<file path="config.mk">
export PLATFORM = sky130hd
export DESIGN_NAME = wft_cell
export DESIGN_NICKNAME = d
export VERILOG_FILES = /design/src/rtl/wft_pkg.sv /design/src/rtl/wft_cell.sv
export SDC_FILE = /design/constraint.sdc
export NUM_CORES = 1
export LEC_CHECK = 0
export BUFFER_PORTS_ARGS = -buffer_cell sky130_fd_sc_hd__buf_2
export CORE_MARGIN = 2
export CORE_UTILIZATION = 40
export DETAILED_ROUTE_END_ITERATION = 6
export GPL_ROUTABILITY_DRIVEN = 0
export PLACE_DENSITY_LB_ADDON = 0.25
export SLEW_MARGIN = 10
export SYNTH_ARGS = -nofsm -noshare
export SYNTH_HDL_FRONTEND = slang
export SYNTH_SLANG_ARGS = --single-unit
</file>
<file path="constraint.sdc">
create_clock -name clk_i -period 2.2 [get_ports clk_i]
set_clock_uncertainty 0.1 [all_clocks]
set_input_delay 0.33 -clock clk_i [delete_from_list [all_inputs] [get_ports clk_i]]
set_output_delay 0.33 -clock clk_i [all_outputs]
set_load 0.02 [all_outputs]
</file>
<file path="src/rtl/wft_pkg.sv">
// Package with request/result types, widths and character helpers for the word frequency table.
`default_nettype none
package wft_pkg;

  localparam int WordSlotsDef = 32;
  localparam int WordCharsDef = 50;
  localparam int SlotW  = 5;
  localparam int EntryW = 6;
  localparam int CountW = 16;

  localparam logic [CountW-1:0] CountMax = {CountW{1'b1}};

  typedef struct packed {
    logic [7:0] ch;
    logic       last;
  } wft_in_t;

  typedef struct packed {
    logic              kind;
    logic [SlotW-1:0]  slot;
    logic [CountW-1:0] occ_count;
    logic              is_new;
    logic [EntryW-1:0] distinct;
    logic              status;
    logic              last_in_run;
  } wft_out_t;

  typedef struct packed {
    logic rd;
    logic wr;
    logic cmp;
    logic first;
    logic hit_upd;
    logic new_upd;
  } wft_cell_ctl_t;

  localparam logic KindWord    = 1'b0;
  localparam logic KindSummary = 1'b1;

  function automatic logic is_sep(input logic [7:0] c);
    return (c == 8'h20) || (c == 8'h09) || (c == 8'h0a);
  endfunction

  function automatic logic [7:0] lower_char(input logic [7:0] c);
    if ((c >= 8'h41) && (c <= 8'h5a)) begin
      return c + 8'h20;
    end
    return c;
  endfunction

endpackage
`default_nettype wire

</file>
<file path="src/rtl/wft_cell.sv">
// One table slot: stored word, length, count and running match flag, chained to its neighbour.
`default_nettype none
module wft_cell #(
  parameter int WORD_CHARS = wft_pkg::WordCharsDef,
  parameter int IDX        = 0
) (
  input  wire logic                         clk_i,
  input  wire logic                         rst_ni,
  input  wire wft_pkg::wft_cell_ctl_t       ctl_i,
  input  wire logic [$clog2(WORD_CHARS)-1:0] pos_i,
  input  wire logic [$clog2(WORD_CHARS)-1:0] tlen_i,
  input  wire logic [7:0]                   ch_i,
  input  wire logic [wft_pkg::EntryW-1:0]   entries_i,
  input  wire logic                         hit_i,
  input  wire logic [wft_pkg::CountW-1:0]   cnt_i,
  input  wire logic [wft_pkg::SlotW-1:0]    idx_i,
  output logic                              hit_o,
  output logic [wft_pkg::CountW-1:0]        cnt_o,
  output logic [wft_pkg::SlotW-1:0]         idx_o,
  output logic                              own_hit_o
);

  localparam int Keep = WORD_CHARS - 1;
  localparam int LW   = $clog2(WORD_CHARS);
  localparam int AW   = (Keep > 1) ? $clog2(Keep) : 1;

  logic [7:0]                 mem [Keep];
  logic [7:0]                 rdata_q;
  logic                       match_q, match_d;
  logic [LW-1:0]              len_q;
  logic [wft_pkg::CountW-1:0] cnt_q;
  logic                       valid;
  logic                       cand;

  assign valid     = entries_i > wft_pkg::EntryW'(IDX);
  assign cand      = entries_i == wft_pkg::EntryW'(IDX);
  assign own_hit_o = valid && match_q && (len_q == tlen_i);
  assign hit_o     = hit_i || own_hit_o;
  assign cnt_o     = own_hit_o ? cnt_q : cnt_i;
  assign idx_o     = own_hit_o ? wft_pkg::SlotW'(IDX) : idx_i;

  always_ff @(posedge clk_i) begin
    if (ctl_i.wr && cand) begin
      mem[pos_i[AW-1:0]] <= ch_i;
    end
    if (ctl_i.rd) begin
      rdata_q <= mem[pos_i[AW-1:0]];
    end
  end

  always_comb begin
    match_d = match_q;
    if (ctl_i.cmp) begin
      match_d = (ctl_i.first || match_q) && (pos_i < len_q) && (rdata_q == ch_i);
    end
  end

  always_ff @(posedge clk_i or negedge rst_ni) begin
    if (!rst_ni) begin
      match_q <= 1'b0;
    end else begin
      match_q <= match_d;
    end
  end

  always_ff @(posedge clk_i) begin
    if (ctl_i.hit_upd && own_hit_o && (cnt_q != wft_pkg::CountMax)) begin
      cnt_q <= cnt_q + 1'b1;
    end else if (ctl_i.new_upd && cand) begin
      cnt_q <= wft_pkg::CountW'(1);
      len_q <= tlen_i;
    end
  end

endmodule
`default_nettype wire

</file>
# Yosys cells after proc, flatten, opt, wreduce, memory -nomap -nowiden
# Memory sizes are Yosys's and may differ from the RTL's. A register that Yosys moved wholly into a read port is not among the register bits.
# Index checks and enable logic that the tools add are counted.
# classes
n_mux,6
addsub,1
n_reduce_logical,13
magnitude_cmp,2
eq_ne,3
bitwise,1
# ops
cell,count
16-bit 2-to-1 mux,3
"16-bit by 1-bit adder with 16-bit output, second input constant",1
"16-bit != test, second input constant",1
8-bit == test,1
1-bit logical AND,8
6-bit == test,1
"6-bit by 1-bit greater-than comparator with 1-bit output, second input constant",1
6-bit logical NOT,1
6-bit less-than comparator,1
5-bit 2-to-1 mux,1
1-bit logical OR,2
1-bit 2-to-1 mux,2
2-bit AND reduction,1
2-bit nonzero test,1
1-bit NOT,1
# totals
ramBits,392
reg_bits,23
mem_count,1
# mem_list
memory,words,width,rd,rd_ports_with_merged_regs,wr,line,rtl
mem,49,8,1,1,1,wft_cell.sv:27,logic [7:0] mem [Keep];

# Logic depth before layout (Yosys ltp)
# Gate-level depths: netlist of the first run.
# depth
depth_word,7
mapped_depth,10
ltp_nobuf,7

# Worst setup path after synthesis of the first run
# Ideal clock, no wire load.
# synth_path
path_type,input -> register
start,in entries_i[3] in the netlist's numbering
end,mem mem[48][0] (enable)
arrival_ns,2.086
setup_slack_ns,-0.371
t_required_ns,1.715
path_stages,5
cell_sequence,or4_4 > nor3_4 > and3_1 > nand2_1 > nor3b_1
# synth_between
elab_chain_len,4
# synth_rtl
element,line,rtl
"start, declared",wft_cell.sv:13,"input wire logic [wft_pkg::EntryW-1:0] entries_i,"
6-bit logical NOT,wft_cell.sv:36,assign cand = entries_i == wft_pkg::EntryW'(IDX);
1-bit logical AND,wft_cell.sv:43,if (ctl_i.wr && cand) begin
1-bit 2-to-1 mux,wft_cell.sv:43,
1-bit 2-to-1 mux (implied by the code),wft_cell.sv:44,mem[pos_i[AW-1:0]] <= ch_i;
"end, declared",wft_cell.sv:27,
# Every way passes these cells.

# Final worst setup path of the first run
# layout_path
start,reg len_q[0]
end,out cnt_o[9] in the netlist's numbering
# layout_between
elab_chain_len,3
# layout_rtl
element,line,rtl
"start, declared",wft_cell.sv:30,logic [LW-1:0] len_q;
"start signal, assigned",wft_cell.sv:71,len_q <= tlen_i;
6-bit == test,wft_cell.sv:37,assign own_hit_o = valid && match_q && (len_q == tlen_i);
1-bit logical AND,wft_cell.sv:37,
16-bit 2-to-1 mux,wft_cell.sv:39,assign cnt_o = own_hit_o ? cnt_q : cnt_i;
"end, declared",wft_cell.sv:18,"output logic [wft_pkg::CountW-1:0] cnt_o,"
# Every way passes these cells.

==> impl_metrics.tcl, run 1 <==
set metrics [dict create \
    run_status "finished with violations" \
    violations "setup timing" \
    numCtsBuffers 46 \
    period_share 1.28 \
    rows 76 \
    final_cell_area_um2 22100 \
    synthMuxAreaShare 0.0971 \
    crit_type "reg2out" \
    route.detailed.drc 0 \
    critPathTopFamily "simple AND/OR/NAND/NOR gates" \
    final_cells 1970 \
    synthAdderAreaFrac 0.00433 \
    dominantRegCellSynth "edfxtp_1" \
    dpl.cell_count 1865 \
    drtAntennaViolNets 0 \
    synth_area_leaders "edfxtp_1, mux2i_1, nor2_1" \
    cts_tree "yes" \
    yosysSeqAreaShare 0.733 \
    slew_headroom 0.323 \
    area_growth_pct 27.4 \
    cp-start-kind "register" \
    whs_ps 72.1 \
    fill_cells 3521 \
    hp-class "in2reg" \
    syn_inst 1046 \
    multi_input_area_um2 4380 \
    grt_max_degree 50 \
    cts_sinks 423 \
    dr_total_vias 10600 \
    ys_async_sr_fraction 0.00236 \
    grt_pass1_wl_mm 68.5 \
    maxCapViolCount 0 \
    power_density_nw_per_um2 799 \
    synth-seq-cells 423 \
    io_pins 79 \
    finalSetupTns_ps -15180 \
    die_width_um 212 \
    clockPowerShare 0.427 \
    drive_gt1_frac 0.336 \
    synth-xor-area-share 0.0142 \
    synth_compound_area_frac 0.0784 \
    wl_per_cell_um 24.0 \
    insertion_delay_ps 570 \
    synthSimpleGateAreaFrac 0.0516 \
    diodes 0 \
    grt_pass1_vias 10600 \
    mostFrequentLayoutCells "edfxtp_1, buf_4, mux2i_1, nor2_1, buf_2" \
    die_y_um 212 \
    cp-end-kind "output port" \
    final_common_cell "edfxtp_1" \
    synth.top_cell.area_share 0.731 \
    ys_warn_count 0 \
    drt_iter0_drc 1166 \
    syn_nets 1108 \
    rsz0062_at_grt "true" \
    swShare 0.213 \
    setup_viol 39 \
    p_comb_frac 0.069 \
    core-area_um2 42900 \
    avgSynthCellArea_um2 16.6 \
    synth_edf_count 422 \
    drt_first_pass_iters 5 \
    start_util 0.404 \
    grt_usage 0.212 \
    crit_chain "xor2_1 -> nor4_2 -> and3_4 -> clkbuf_16 -> mux2_4 -> buf_4" \
    synth_cell_type_count 58 \
    p_sw_w 0.00376 \
    via_per_inst 5.40 \
    grt.overflow.total 0 \
    vdd_ir_drop_max_mv 0.453 \
    maxSlewViolCount 0 \
    worstPathMaxFanout 6 \
    p_int_w 0.0139 \
    clkTransAtPathRegs_ps 60 \
    layout.nets 1411 \
    dieArea_um2 45000 \
    synth_top_cell_by_area "edfxtp_1" \
    max_freq_ghz 0.354 \
    portBuffers 78 \
    cts-root-buf "clkbuf_16" \
    cts_max_path_buffers 3 \
    p_leak_nw 7.79 \
    placedInstanceArea_um2 20200 \
    syn_area_um2 17300 \
    required_ps 1770 \
    hold_violations 0 \
    cp_num_buf_inv 2 \
    drt-total-wl_mm 47.3 \
    regArea_um2 12700 \
    critPathArrivalTime_ps 2390 \
    dpl.hpwl_mm 32.4 \
    fin_util 0.515 \
    worst_path_max_delay_cell "edfxtp_1" \
    synth_top_family_by_area "multiplexers" \
    h-tree-depth 2 \
    pwr-share-seq 0.504 \
    setup_ws_ps -623 \
    fin_crit_ps 2820 \
    worstMarginPinSlew_ps 1010 \
    cpPeakStageDelay_ps 410 \
    grt_antenna_before_repair 1 \
]
flip-flops by register name, indices dropped and copies added (netlist names):
| register | count |
|---|---|
| len_q | 6 |
| rdata_q | 8 |
| cnt_q | 16 |
| mem | 392 |
| match_q | 1 |
repair_timing:
item,CTS,global route
gates cloned,2,1
pin swaps,0,2
setup buffers,5,2
hold buffers,11,0
hold endpoints to repair,9,0
resized for setup,32,10
endpoints found under the setup margin,39,41
metal layers:
| metal | vias up | track usage | wire length (µm) |
|---|---|---|---|
| li1 | 4773 | - | - |
| met1 | 5299 | 0.286 | 19700 |
| met2 | 485 | 0.336 | 22000 |
| met3 | 87 | 0.0499 | 4150 |
| met4 | 0 | 0.0770 | 1390 |
| met5 | - | 0 | 0 |
final timing paths:
path | from | to | slack, ps | cells past startpoint
setup / recovery | len_q[0]$_DFFE_PP_ | cnt_o[9] | -620 | 6
hold / removal | ctl_i[5] | rdata_q[7]$_DFFE_PP_ | 70 | 1
setup reg to reg | len_q[0]$_DFFE_PP_ | cnt_q[5]$_SDFFCE_PN0P_ | -190 | 10
hold reg to reg | rdata_q[6]$_DFFE_PP_ | match_q$_DFFE_PN0P_ | 490 | 3
max in group asynchronous | rst_ni | match_q$_DFFE_PN0P_ | 1390 | 3
min in group asynchronous | rst_ni | match_q$_DFFE_PN0P_ | 510 | 3
power by group through the flow:
stage          Clock (W)  Sequential [W]  Combinational [W]
6_report         0.00753         0.00889            0.00122
5_1_grt          0.00797         0.00889            0.00129
4_1_cts          0.00765         0.00889            0.00121
3_5_place_dp           0         0.00906            0.00118
3_3_place_gp           0         0.00906            0.00117
2_1_floorplan          0         0.00906           0.000525
Yosys cell counts, types with 8 or more instances:
cell type	n
mux4_2	12
buf_4	14
xnor2_1	16
clkbuf_1	13
o22ai_1	22
a21oi_1	28
o221ai_1	12
a22o_1	11
edfxtp_1	422
a22oi_1	25
a221oi_1	22
mux2_4	11
nand4_1	8
nand2_1	27
mux2i_1	92
xor2_1	12
nor2b_1	13
o22a_1	12
buf_2	22
o21ai_0	25
inv_1	8
mux2_2	29
nand3_1	17
nor2_1	88
kinds of logic after synthesis:
| kind of cell | Yosys count |
|---|---|
| DFF | 423 |
| AOI/OAI and AO/OA | 189 |
| and+or+nand+nor | 188 |
| muxes | 144 |
| buffers and inverters | 68 |
| xor gates and xnor gates | 28 |
| adders and majority gates | 6 |
layout make-up:
type | instances | area share
clock buffers | 55 | 0.0547
clock inverters | 29 | 0.0120
inverters | 9 | 0.00153
multi-input cells | 555 | 0.199
flip-flops and latches | 423 | 0.575
well taps | 585 | 0.0332
repair buffers | 314 | 0.125
stage by stage:
step                power [W]  setup slack, ps
floorplan             0.00958             -114
global placement       0.0102             -412
detailed placement     0.0102             -457
CTS                    0.0178             -672
global route           0.0181             -730
finish                 0.0176             -623
No activity file was read; power rests on OpenSTA's default activity.
==> run 2, diff against run 1 <==
- GPL_TIMING_DRIVEN: not set -> 0
==> run 2 against run 1 <==
Compared with the run above: the flow still finishes with violations (setup timing); hold slack better by 87 ps; largest cell class unchanged; sequential share of layout area grew 0.99 points; largest power group unchanged; wire length rose by 7.3%; cell count shrank 6.1%; power up 0.98%; flip-flop and latch count did not move.
==> impl_metrics.tcl, run 2 (synthesized netlist as in run 1, its figures left out) <==
set metrics [dict create \
    run_status "finished with violations" \
    violations "setup timing" \
    cpPeakStageDelay_ps 420 \
    period_share 1.29 \
    maxSlewViolCount 0 \
    worstPathMaxFanout 10 \
    io_pins 79 \
    hold_depth 5 \
    route.detailed.drc 0 \
    report.power.total_w 0.0178 \
    setup_ws_ps -632 \
    drt-total-wl_mm 50.7 \
    placedInstanceArea_um2 18500 \
    worst_path_max_delay_cell "edfxtp_1" \
    crit_chain "xor2_1 -> nor4_2 -> and3_1 -> buf_6 -> buf_12 -> mux2_4 -> buf_2" \
    whs_ps 159 \
    cp-end-kind "output port" \
    mostFrequentLayoutCells "edfxtp_1, mux2i_1, buf_2, nor2_4, clkbuf_16" \
    cp-endpoint "cnt_o[7]" \
    crit_start "len_q[0]$_DFFE_PP_" \
    grt.overflow.total 0 \
    vdd_ir_drop_max_mv 0.571 \
    final_cell_area_um2 21700 \
    grt_max_degree 51 \
    area_growth_pct 25.2 \
    rows 76 \
    final_cells 1850 \
    grt_pass1_wl_mm 72.2 \
    wl_per_cell_um 27.4 \
    grt_usage 0.226 \
    hp-class "in2reg" \
    layout.nets 1292 \
    rsz0062_at_grt "true" \
    setup_viol 43 \
    rrSetupSlack_ps -20 \
    dpl.hpwl_mm 30.9 \
    r2r_start "len_q[0]$_DFFE_PP_" \
    r2r_end "cnt_q[1]$_SDFFCE_PN0P_" \
    dpl.cell_count 1709 \
    cp-start-kind "register" \
    hold_violations 0 \
    worstMarginPinSlew_ps 1190 \
    max_freq_ghz 0.353 \
    h-tree-depth 2 \
    grt_pass1_vias 10600 \
    cts_sinks 423 \
    dr_total_vias 10800 \
    insertion_delay_ps 570 \
    cp.depth 7 \
    numCtsBuffers 46 \
    portBuffers 78 \
    slew_headroom 0.206 \
    power_density_nw_per_um2 821 \
    cts_tree "yes" \
    drt_iter0_drc 1346 \
    critPathTopFamily "simple AND/OR/NAND/NOR gates" \
    ff2ff_path_depth 6 \
    clkTransAtPathRegs_ps 60 \
    cts-root-buf "clkbuf_16" \
    diodes 0 \
    drtAntennaViolNets 0 \
    largest_reg_flops 392 \
    p_leak_nw 7.33 \
    required_ps 1770 \
    crit_type "reg2out" \
    core-area_um2 42900 \
    cp_num_buf_inv 3 \
    die_y_um 212 \
    grt_antenna_before_repair 0 \
    fin_crit_ps 2830 \
    maxCapViolCount 0 \
    via_per_inst 5.82 \
    final_common_cell "edfxtp_1" \
    critPathArrivalTime_ps 2400 \
    die_width_um 212 \
    finalSetupTns_ps -13050 \
    drive_gt1_frac 0.308 \
    start_util 0.404 \
    cts_max_path_buffers 3 \
    dieArea_um2 45000 \
    drt_first_pass_iters 7 \
]
## run 2: how the worst min path moves through the flow
stage | start | to
3_5_place_dp | rst_ni | match_q$_DFFE_PN0P_
3_3_place_gp | rst_ni | match_q$_DFFE_PN0P_
6_report | pos_i[3] | match_q$_DFFE_PN0P_
4_1_cts | pos_i[3] | match_q$_DFFE_PN0P_
5_1_grt | pos_i[3] | match_q$_DFFE_PN0P_
2_1_floorplan | rst_ni | match_q$_DFFE_PN0P_
## run 2: final cells by class
cell class / instances / area [µm²]
fillers: 3523 / 21200
flip-flops and latches: 423 / 12700
multi-input cells: 556 / 4910
clock buffers: 56 / 1250
repair buffers: 138 / 1240
well taps: 585 / 732
plain buffers: 56 / 588
clock inverters: 27 / 243
inverters: 9 / 36.3
## run 2: metrics by stage
stage	util	setup WS [ps]
floorplan	-	-114
global placement	0.432	-1720
detailed placement	0.432	-1690
CTS	0.501	-624
global route	0.506	-752
finish	0.506	-632
## run 2: power by group
part / total, W / switching [W] / internal, W
Combinational: 0.00122 / 0.000779 / 0.000439
Clock: 0.00770 / 0.00310 / 0.00460
Sequential: 0.00889 / 0.00000807 / 0.00889
## run 2: layer usage
layer	share of wire	vias up	GRT usage	routed length (µm)
met4	0.037	0	0.0884	1880
met1	0.40	5424	0.302	20400
li1	-	4550	-	-
met2	0.46	653	0.355	23300
met5	0	-	0	0
met3	0.10	134	0.0592	5170
## run 2: timing repair
item	CTS	global route
resized for setup	211	57
pin swaps	32	9
gates cloned	0	1
hold buffers	12	0
hold endpoints to repair	17	0
buffers inserted	45	3
setup endpoints to repair	439	287
## run 2: worst reg2reg max path, cell delays in order (launching register included)
cell	delay, ps
edfxtp_1	420
xor2_1	180
nor4_2	300
and3_1	200
buf_6	140
nand3_1	300
nand2b_4	270
==> run 3, diff against run 2 <==
- clock period: 2.2 -> 3.6 ns (I/O delays scaled with it)
==> run 3 against run 2 <==
Compared with the run above: critical endpoint is now mem[27][5]$_DFFE_PP_; via count shrank 4.1%; largest power group unchanged; register-to-register slack gained 1100 ps; the run ends with DRC left; first-iteration DRC count shrank 6.8%; cell count shrank 3.0%.
==> impl_metrics.tcl, run 3 (synthesized netlist as in run 1, its figures left out) <==
set metrics [dict create \
    run_status "finished with violations" \
    clkTransAtPathRegs_ps 60 \
    rows 76 \
    finalSetupTns_ps 0 \
    diodes 0 \
    hold_violations 0 \
    cts_tree "yes" \
    r2r_start "len_q[3]$_DFFE_PP_" \
    worstPathMaxFanout 10 \
    place_ws_ps -420 \
    mostFrequentLayoutCells "edfxtp_1, buf_2, mux2i_1, nor2_1, clkbuf_16" \
    period_share 0.970 \
    required_ps 3700 \
    min_to "len_q[5]$_DFFE_PP_" \
    hold_depth 1 \
    final_common_cell "edfxtp_1" \
    rrSetupSlack_ps 1070 \
    cp-start-kind "input pin" \
    drtAntennaViolNets 0 \
    core-area_um2 42900 \
    report.power.total_w 0.0104 \
    grt.overflow.total 0 \
    post_cts_resized 0 \
    grt_antenna_before_repair 1 \
    insertion_delay_ps 580 \
    ff2ff_path_depth 7 \
    cp-end-kind "register" \
    critPathArrivalTime_ps 3590 \
    drt-total-wl_mm 49.0 \
    setup_ws_ps 108 \
    cts-root-buf "clkbuf_16" \
    grt_usage 0.219 \
    crit_type "in2reg" \
    largest_reg_flops 392 \
    via_per_inst 5.75 \
    numCtsBuffers 46 \
    whs_ps 65.9 \
    dr_total_vias 10300 \
    fin_crit_ps 3490 \
    area_growth_pct 14.3 \
    grt_pass1_wl_mm 69.1 \
    cts_sinks 423 \
    die_width_um 212 \
    slew_headroom 0.205 \
    setup_viol 0 \
    drive_gt1_frac 0.197 \
    maxSlewViolCount 0 \
    cts_max_path_buffers 3 \
    wl_per_cell_um 27.3 \
    die_y_um 212 \
    dpl.hpwl_mm 30.9 \
    r2r_end "cnt_q[4]$_SDFFCE_PN0P_" \
    min_from "tlen_i[5]" \
    grt_max_degree 51 \
    worstMarginPinSlew_ps 1190 \
    max_freq_ghz 0.286 \
    dieArea_um2 45000 \
    io_pins 79 \
    drt_first_pass_iters 7 \
    vdd_ir_drop_max_mv 0.315 \
    hp-class "in2reg" \
    h-tree-depth 2 \
    drt_iter0_drc 1255 \
    maxCapViolCount 0 \
    route.detailed.drc 2 \
    layout.nets 1235 \
    power_density_nw_per_um2 524 \
    start_util 0.404 \
    p_leak_nw 6.58 \
    grt_pass1_vias 10000 \
    portBuffers 78 \
    violations "DRC" \
    rsz0062_at_grt "false" \
]
## run 3: cell types whose count changed in the layout (fill, tap and decap cells not counted), moves of 8 or more
cell	previous run	this run
buf_12	29	1
buf_2	65	100
buf_4	35	14
buf_6	29	3
buf_8	9	0
clkbuf_1	10	24
dlygate4sd3_1	12	1
mux2i_1	84	92
nor2_1	38	88
nor2_4	49	0
## run 3: power by group
part	switching, W	internal [W]	leakage, nW
clock network	0.00190	0.00239	0.647
logic	0.000443	0.000203	2.10
registers	0.00000515	0.00543	3.84
total	0.00235	0.00802	6.58
## run 3: cell type report
| class | instances | area (µm²) |
|---|---|---|
| fill | 3740 | 23100 |
| tap | 585 | 732 |
| timing repair buffer | 79 | 400 |
| inverter | 9 | 33.8 |
| buffer | 59 | 340 |
| sequential | 423 | 12700 |
| clock inverter | 26 | 126 |
| clock buffer | 58 | 1220 |
| multi-input combinational | 555 | 4260 |
## run 3: worst max path at each step
stage	from	endpoint	slack (ps)
2_1_floorplan	entries_i[3]	mem[48][0]$_DFFE_PP_	820
3_3_place_gp	pos_i[0]	mem[27][5]$_DFFE_PP_	-380
3_5_place_dp	pos_i[0]	mem[27][2]$_DFFE_PP_	-420
4_1_cts	pos_i[2]	mem[7][4]$_DFFE_PP_	180
5_1_grt	pos_i[0]	mem[27][5]$_DFFE_PP_	10
6_report	pos_i[0]	mem[27][5]$_DFFE_PP_	110
## run 3: what timing repair did
item | 4_1_cts | 5_1_grt
endpoints found under the hold margin | 1 | 0
hold buffers | 1 | 0
buffers inserted | 0 | 0
## run 3: stage by stage
stage | utilization | cell area [µm²] | instances
floorplan | - | 17300 | 1046
global placement | 0.430 | 18400 | 1709
detailed placement | 0.430 | 18400 | 1709
CTS | 0.462 | 19800 | 1794
global route | 0.462 | 19800 | 1794
finish | 0.462 | 19800 | 1794
## run 3: routing by layer
metal | track usage | vias to the layer above | wire [µm]
met2 | 0.328 | 594 | 21600
met5 | 0 | - | 0
met3 | 0.0610 | 106 | 5210
met4 | 0.0857 | 0 | 1720
met1 | 0.303 | 5197 | 20400
li1 | - | 4419 | -
## run 3: critical path, stage by stage
cell	delay, ps
buf_2	80
buf_4	250
buf_6	270
buf_4	310
buf_2	410
buf_2	350
nand3_1	480
nor2_1	870
